**config.mk**
```make
export PLATFORM = sky130hd
export DESIGN_NAME = sdsc_ctrl
export DESIGN_NICKNAME = d
export VERILOG_FILES = /design/src/rtl/sdsc_pkg.sv /design/src/rtl/sdsc_ctrl.sv
export SDC_FILE = /design/constraint.sdc
export NUM_CORES = 1
export LEC_CHECK = 0
export ABC_AREA = 1
export BUFFER_PORTS_ARGS = -buffer_cell sky130_fd_sc_hd__buf_2
export CAP_MARGIN = 20
export CORE_ASPECT_RATIO = 1.25
export CORE_MARGIN = 4
export CORE_UTILIZATION = 30
export DETAILED_ROUTE_END_ITERATION = 12
export SLEW_MARGIN = 20
export SYNTH_ARGS = -nofsm -noshare
export SYNTH_HDL_FRONTEND = slang
export SYNTH_SLANG_ARGS = --single-unit
export TNS_END_PERCENT = 5
```
**constraint.sdc**
```tcl
create_clock -name clock -period 1.66 [get_ports clock]
set_input_delay 0.166 -clock clock [delete_from_list [all_inputs] [get_ports clock]]
set_output_delay 0.166 -clock clock [all_outputs]
set_load 0.02 [all_outputs]
```
**src/rtl/sdsc_pkg.sv**
```systemverilog
// sdsc_pkg: shared types and codes for the sprite depth sort and cull core
// no dependencies
`timescale 1ns / 1ps

package sdsc_pkg;

   // command codes
   localparam logic [1:0] CMD_CLEAR  = 2'd0;
   localparam logic [1:0] CMD_APPEND = 2'd1;
   localparam logic [1:0] CMD_UPDATE = 2'd2;
   localparam logic [1:0] CMD_FRAME  = 2'd3;

   // result status codes
   localparam logic [2:0] ST_OK        = 3'd0;
   localparam logic [2:0] ST_FULL      = 3'd1;
   localparam logic [2:0] ST_NOT_FOUND = 3'd2;
   localparam logic [2:0] ST_VISIBLE   = 3'd3;
   localparam logic [2:0] ST_NONE      = 3'd4;

   // register indexes
   localparam logic [1:0] REG_SCREEN_W = 2'd0;
   localparam logic [1:0] REG_SCREEN_H = 2'd1;

   typedef struct packed {
      logic [7:0]         id;
      logic [7:0]         layer;
      logic signed [15:0] x;
      logic signed [15:0] y;
      logic [11:0]        w;
      logic [11:0]        h;
   } entry_type;

   localparam int ENTRY_W = $bits(entry_type);

   typedef enum logic [3:0] {
      S_IDLE, S_DISPATCH, S_UPD_RD, S_UPD_EV, S_UPD_WR, S_UPD_NF,
      S_SORT_LD, S_SORT_RD, S_SORT_EV, S_SORT_END,
      S_CULL_ST, S_CULL_RD, S_CULL_EV, S_CULL_END
   } state_type;

   typedef enum logic [4:0] {
      OP_NONE, OP_LATCH, OP_CLEAR, OP_APPEND, OP_FULL, OP_IDX_ZERO, OP_READ,
      OP_IDX_INC, OP_UPD_WRITE, OP_NOT_FOUND, OP_SORT_INIT, OP_SORT_LOAD,
      OP_SORT_READ, OP_SORT_EVAL, OP_SORT_END, OP_CULL_INIT, OP_CULL_EVAL,
      OP_CULL_END
   } op_type;

   typedef struct packed {
      logic [1:0] cmd;
      logic       full;
      logic       few;
      logic       at_end;
      logic       match;
      logic       visible;
      logic       pending;
      logic       slot_free;
      logic       sort_done;
   } status_type;

endpackage

```
**src/rtl/sdsc_ctrl.sv**
```systemverilog
// sdsc_ctrl: command sequencer for the sprite table
// depends on sdsc_pkg
`timescale 1ns / 1ps

module sdsc_ctrl import sdsc_pkg::*; (
   input  logic       clock,
   input  logic       reset,
   input  logic       req_tvalid,
   output logic       req_tready,
   input  status_type stat,
   output op_type     op
);

   state_type state_ff, state_in;

   always_ff @(posedge clock) begin
      if (reset) begin
         state_ff <= S_IDLE;
      end else begin
         state_ff <= state_in;
      end
   end

   // next state
   always_comb begin
      state_in = state_ff;
      unique case (state_ff)
         S_IDLE:     if (req_tvalid) state_in = S_DISPATCH;
         S_DISPATCH: begin
            unique case (stat.cmd)
               CMD_CLEAR, CMD_APPEND: if (stat.slot_free) state_in = S_IDLE;
               CMD_UPDATE: state_in = S_UPD_RD;
               default:    state_in = stat.few ? S_CULL_RD : S_SORT_LD;
            endcase
         end
         S_UPD_RD:   state_in = stat.at_end ? S_UPD_NF : S_UPD_EV;
         S_UPD_EV:   state_in = stat.match ? S_UPD_WR : S_UPD_RD;
         S_UPD_WR,
         S_UPD_NF:   if (stat.slot_free) state_in = S_IDLE;
         S_SORT_LD:  state_in = S_SORT_RD;
         S_SORT_RD:  state_in = S_SORT_EV;
         S_SORT_EV:  state_in = stat.sort_done ? S_SORT_END : S_SORT_RD;
         S_SORT_END: state_in = S_CULL_ST;
         S_CULL_ST:  state_in = S_CULL_RD;
         S_CULL_RD:  state_in = stat.at_end ? S_CULL_END : S_CULL_EV;
         S_CULL_EV:  begin
            if (!(stat.visible && stat.pending && !stat.slot_free)) state_in = S_CULL_RD;
         end
         S_CULL_END: if (stat.slot_free) state_in = S_IDLE;
         default:    state_in = S_IDLE;
      endcase
   end

   // datapath commands
   always_comb begin
      op = OP_NONE;
      req_tready = (state_ff == S_IDLE);
      unique case (state_ff)
         S_IDLE:     if (req_tvalid) op = OP_LATCH;
         S_DISPATCH: begin
            unique case (stat.cmd)
               CMD_CLEAR:  if (stat.slot_free) op = OP_CLEAR;
               CMD_APPEND: if (stat.slot_free) op = stat.full ? OP_FULL : OP_APPEND;
               CMD_UPDATE: op = OP_IDX_ZERO;
               default:    op = stat.few ? OP_CULL_INIT : OP_SORT_INIT;
            endcase
         end
         S_UPD_RD:   if (!stat.at_end) op = OP_READ;
         S_UPD_EV:   if (!stat.match) op = OP_IDX_INC;
         S_UPD_WR:   if (stat.slot_free) op = OP_UPD_WRITE;
         S_UPD_NF:   if (stat.slot_free) op = OP_NOT_FOUND;
         S_SORT_LD:  op = OP_SORT_LOAD;
         S_SORT_RD:  op = OP_SORT_READ;
         S_SORT_EV:  op = OP_SORT_EVAL;
         S_SORT_END: op = OP_SORT_END;
         S_CULL_ST:  op = OP_CULL_INIT;
         S_CULL_RD:  if (!stat.at_end) op = OP_READ;
         S_CULL_EV:  begin
            if (!(stat.visible && stat.pending && !stat.slot_free)) op = OP_CULL_EVAL;
         end
         S_CULL_END: if (stat.slot_free) op = OP_CULL_END;
         default:    op = OP_NONE;
      endcase
   end

endmodule

```
==> out/metrics.cfg, run 1 <==
[status]
status = completed

[critical_path]
cp_num_buf_inv = 3
crit_slowest_cell = dfxtp_4
slowest_delay_ns = 0.38
crit_type = reg -> out
crit_path_frequent_cell = buf_4
reg2reg_slack_ns = 0.40
cp-start-kind = flop
cp.required_ns = 1.49
worstRegToRegCells = 10
worstPathArrival_ns = 1.41
reg2reg_to = state_ff[0]$_SDFFE_PP0P_
critPathTopFamily = flip-flops
end_kind = output port
reg2reg_from = state_ff[3]$_SDFFE_PP0P_
worstPathMaxFanout = 6
path_cells = inv_1 -> nand2_2 -> buf_4 -> o21ai_1 -> a21oi_2 -> o211ai_1 -> buf_4

[routing]
drt_iter0_markers = 18
ant_nets = 0
wl_um = 1940
firstDrtPassIters = 4
vias = 838
drc = 0
via_per_inst = 4.96
avgRoutedWirePerCell_um = 11.4

[logic_synthesis]
synth_fp_nets = 139
synthArstFlopShare = 0
synth.distinct_cells = 24
ys.flop_type = dfxtp_1
synth_area_per_cell_sq_um = 5.05
synth_cells = 126
yosysWarnings = 0
netlist_top_cells_area = nand2_1, nor2_1, dfxtp_1
synthDominantCellAreaShare = 0.224
yosysTopAreaCell = nand2_1
synth_common_cells = nand2_1, nor2_1, inv_1
syn-cell-area_sq_um = 637
yosysMostFrequentCell = nand2_1
ys_ff_latch = 4
synth_edf_count = 0
seq_area_frac_synth = 0.126

[place]
gp_congestion = 0.875
io_buffer_count = 18
place_hpwl_um = 1620
place_area_sq_um = 769

[floorplan]
io_pins = 19
die_x_um = 49.2
die_y_um = 59.5
dieArea_sq_mm = 0.00293
core_sq_mm = 0.00200
num_rows = 18
start_util = 0.318

[grt]
grt.total_usage = 0.141
antenna_found_initial = 0
grt_pass1_vias = 811
grt_remaining_overflow = 0
grt_pass1_wl_um = 3260
grt_max_degree = 10

[min_path]
holdPathStages = 2
hp-class = in -> reg
min-delay-start = reset
whs_endpoint = state_ff[0]$_SDFFE_PP0P_

[sta]
max_freq_mhz = 635
hold_viol_final = 0
finalCritPeriodShare = 0.948
whs_ns = 0.121
fin_worst_skew_ns = 0.00103
rsz0062_at_grt = true
worst_pin_slew_ns = 0.209
drv_slew = 0
layout_min_cycle_time_ns = 1.57
finalSetupViolCount = 0
max_slew_margin = 0.860

[power_and_ir_drop]
vdd_drop_max_v = 0.000347
power_w = 0.000562
p_per_area_mw_per_mm2 = 663
p_leak_nw = 0.473

[clock_network]
root_buffer = clkbuf_4
clk_pin_slew_ns = 0.03
h-tree-depth = 1
cts_buffers = 3
cts_buffer_depth = 2
worstSkewPairLatency_ns = 0.23
cts_tree = built
post_cts.repair.setup_buffers = 0
clock-sinks = 4

[cells_and_area]
largestRegisters = state_ff x4
top_register = state_ff
largest_reg_flops = 4
n_antenna_cell = 0
final_layout_size_suffix_gt1_frac = 0.322
stdcell_area_sq_um = 848
area_growth_pct = 33.2
nets = 164

[flow_run]
cap_violations = 0

[worst reg2reg max path, delay by kind of cell (launching register included)]
kind	cells	cell delay, ns
simple gates	8	0.58
flops	1	0.36
buf+inv	2	0.25
[kinds of logic after synthesis]
kind of cell,synth area share
buffers and inverters,0.120
AND/OR/NAND/NOR,0.591
flip-flops,0.126
AO/OA/AOI/OAI,0.163
[per-stage QoR]
| stage | setup TNS, ns | cells | worst slack (ns) | util |
|---|---|---|---|---|
| 2_1_floorplan | 0 | 126 | 0.339 | - |
| 3_3_place_gp | 0 | 166 | 0.111 | 0.384 |
| 3_5_place_dp | 0 | 166 | 0.0951 | 0.384 |
| 4_1_cts | 0 | 169 | 0.00305 | 0.401 |
| 5_1_grt | -0.0626 | 169 | -0.0301 | 0.423 |
| 6_report | 0 | 169 | 0.0858 | 0.423 |
[routing by layer]
layer,vias to the layer above,track usage,wire [um]
met5,-,0,0
met4,0,0.0528,52
met3,4,0.0202,83
met2,14,0.282,1060
met1,369,0.147,740
li1,451,-,-
[layout by cell type, fill, tap and decap left out, drive strengths merged]
cell type / Yosys / routed
a31oi: 2 / 2
a21oi: 4 / 4
o31ai: 1 / 1
nand2: 41 / 41
nor3b: 1 / 1
nand3: 8 / 8
nor3: 3 / 3
inv: 19 / 19
buf: 1 / 21
a22oi: 1 / 1
dfxtp: 4 / 4
o221ai: 1 / 1
o211ai: 1 / 1
nand4: 2 / 2
o22ai: 1 / 1
nor2: 30 / 30
clkbuf: 0 / 3
o21ai: 6 / 6
[final cells by class]
cell class / count / area, sq um
clock buffer: 3 / 22.5
fill: 225 / 1160
inverter: 19 / 71.3
multi-input combinational: 102 / 523
sequential: 4 / 91.3
tap: 20 / 25.0
timing repair buffer: 21 / 115
[power breakdown]
| group | switching (W) | internal (W) | total (W) |
|---|---|---|---|
| Clock | 0.0000336 | 0.0000804 | 0.000114 |
| Combinational | 0.000206 | 0.000115 | 0.000321 |
| Sequential | 0.0000185 | 0.000109 | 0.000127 |
[what timing repair did]
item	in CTS	in global routing
gates resized for setup	5	13
setup endpoints to repair	3	3
cloned	0	0
hold buffers	0	0
[how the worst max path moves through the flow]
stage                                   startpoint    end  slack [ns]  depth (start not counted)
after floorplan           state_ff[2]$_SDFFE_PP0P_  op[2]        0.34                          7
after global placement    state_ff[0]$_SDFFE_PP0P_  op[0]        0.11                          8
after detailed placement  state_ff[0]$_SDFFE_PP0P_  op[0]         0.1                          8
after CTS                 state_ff[2]$_SDFFE_PP0P_  op[1]       0.003                          8
after global routing      state_ff[3]$_SDFFE_PP0P_  op[2]       -0.03                          7
final                     state_ff[3]$_SDFFE_PP0P_  op[1]        0.09                          7
Power figures use the tool's default switching activity.
==> run 2, diff against run 1 <==
Settings changed: ABC_AREA 1 to unset.
Clock period 1.66 ns to 1.65 ns, I/O delays scaled along.
==> run 2 against run 1 <==
  * Clock power increased by 6%
  * Sequential power about the same
  * Count of clock-buffer cells in the layout unchanged
  * Critical endpoint is now op[2]
  * Synthesized area increased by 2.4%
  * Power decreased by 15%
  * Utilization decreased by 3.6 points
  * Final area decreased by 7.4%
  * Sequential cell count unchanged
==> out/metrics.cfg, run 2 <==
[status]
status = completed

[sta]
max_freq_mhz = 644
finalCritPeriodShare = 0.941
fin_worst_skew_ns = 0.00209
layout_min_cycle_time_ns = 1.55
final.setup.tns_ns = 0
hold_viol_final = 0
drv_slew = 0
worst_pin_slew_ns = 0.292
max_slew_margin = 0.803
finalSetupViolCount = 0

[critical_path]
reg2reg_from = state_ff[2]$_SDFFE_PP0P_
worstPathMaxFanout = 11
reg2reg_slack_ns = 0.37
reg2reg_to = state_ff[1]$_SDFFE_PP0P_
startpoint = state_ff[3]$_SDFFE_PP0P_
end_kind = output port
worstPathArrival_ns = 1.39
cp-start-kind = flop
worstRegToRegCells = 5
crit_type = reg -> out
cp.required_ns = 1.48

[power_and_ir_drop]
power_w = 0.000481
p_leak_nw = 0.321
vdd_drop_max_v = 0.000228
p_per_area_mw_per_mm2 = 612

[min_path]
whs_endpoint = state_ff[3]$_SDFFE_PP0P_
min-delay-start = reset
hp-class = in -> reg
holdPathStages = 2

[logic_synthesis]
yosysWarnings = 0
synthArstFlopShare = 0
synth_fp_nets = 107
netlist_top_cells_area = dfxtp_1, a21oi_1, o21ai_0
syn-cell-area_sq_um = 652
seq_area_frac_synth = 0.123
synth.distinct_cells = 39
synth_edf_count = 0
ys.flop_type = dfxtp_1
yosysTopAreaCell = dfxtp_1
synthDominantCellAreaShare = 0.123
synth_area_per_cell_sq_um = 6.93
synth_cells = 94
synth_common_cells = a21oi_1, o21ai_0
ys_ff_latch = 4

[grt]
grt_pass1_vias = 721
grt.total_usage = 0.132
grt_max_degree = 17
grt_pass1_wl_um = 3060
grt_remaining_overflow = 0
antenna_found_initial = 0

[cells_and_area]
area_growth_pct = 20.5
postLayoutCoreUtil = 0.388
nets = 126
largest_reg_flops = 4
final_cell_mix = buf_2, o21ai_0, a21oi_1
n_antenna_cell = 0
final_layout_size_suffix_gt1_frac = 0.360
stdcell_area_sq_um = 786
top_register = state_ff
num-fill-cells = 218
layout_commonest_cell = buf_2
largestRegisters = state_ff x4

[flow_run]
cap_violations = 0

[clock_network]
cts_buffers = 3
h-tree-depth = 1
clock-sinks = 4
root_buffer = clkbuf_4
clk_pin_slew_ns = 0.04
worstSkewPairLatency_ns = 0.24
cts_buffer_depth = 2
post_cts.repair.setup_buffers = 0
cts_tree = built
ctsHoldBuffers = 0

[routing]
wl_um = 1930
drt_iter0_markers = 32
drc = 0
avgRoutedWirePerCell_um = 14.7
vias = 800
ant_nets = 0
via_per_inst = 6.11
firstDrtPassIters = 4

[floorplan]
start_util = 0.322
num_rows = 18
die_y_um = 60.1
dieArea_sq_mm = 0.00299
io_pins = 19
die_x_um = 49.7
core_sq_mm = 0.00203

[place]
gp_congestion = 0.900
io_buffer_count = 18
place_area_sq_um = 743
place_hpwl_um = 1470

[run 2: changes by cell type after synthesis, sizes merged, moves of 3 or more]
cell,previous run,this run
nand2b,0,5
o21ai,6,10
a21oi,4,9
nand2,41,5
a31oi,2,5
inv,19,5
buf,1,9
nor2,30,5
nand3,8,3
[run 2: cell type report]
| cell class | count | area (sq um) | share of cell area |
|---|---|---|---|
| clock buffer | 3 | 22.5 | 0.0287 |
| timing repair buffer | 25 | 145 | 0.185 |
| sequential | 4 | 90.1 | 0.115 |
| inverter | 5 | 18.8 | 0.0239 |
| multi-input combinational | 74 | 484 | 0.616 |
| tap | 20 | 25.0 | 0.0318 |
[run 2: metal layers]
| layer | vias up | part of all wire | GRT usage |
|---|---|---|---|
| met5 | - | 0 | 0 |
| met4 | 0 | 0.023 | 0.0791 |
| met3 | 7 | 0.051 | 0.0175 |
| met2 | 29 | 0.52 | 0.242 |
| met1 | 369 | 0.41 | 0.144 |
| li1 | 395 | - | - |
[run 2: where the power goes]
group	internal, W	switching [W]
sequential	0.000105	0.0000194
clock	0.0000813	0.0000397
combinational	0.000103	0.000132
[run 2: logic make-up after synthesis]
kind of cell,synth area share
buffers and inverters,0.146
flip-flops,0.123
AND/OR/NAND/NOR,0.253
AO/OA/AOI/OAI,0.478
[run 2: timing repair]
| action | 4_1_cts | 5_1_grt |
|---|---|---|
| resized for setup | 2 | 7 |
| pin swaps | 0 | 0 |
| hold endpoints to repair | 0 | 0 |
| endpoints found under the setup margin | 4 | 4 |
[run 2: how the worst max path moves through the flow]
stage                            end  cells after the start
after floorplan           req_tready                      3
final                          op[2]                      5
after CTS                      op[0]                      5
after global routing           op[0]                      5
after detailed placement       op[2]                      5
after global placement         op[3]                      4
[run 2: worst max-delay path, cell delays in order, from the launching register on]
cell and delay [ns]:
dfxtp_4 0.37, buf_4 0.16, a32oi_1 0.20, a21oi_1 0.09
o22ai_1 0.14, buf_2 0.18
[run 2: through the flow]
step / hold slack, ns / worst slack [ns] / std cells
floorplan: 0.237 / 0.166 / 94
global placement: 0.396 / 0.210 / 128
detailed placement: 0.398 / 0.207 / 128
CTS: 0.135 / 0.0359 / 131
global route: 0.149 / -0.0145 / 131
finish: 0.142 / 0.0975 / 131
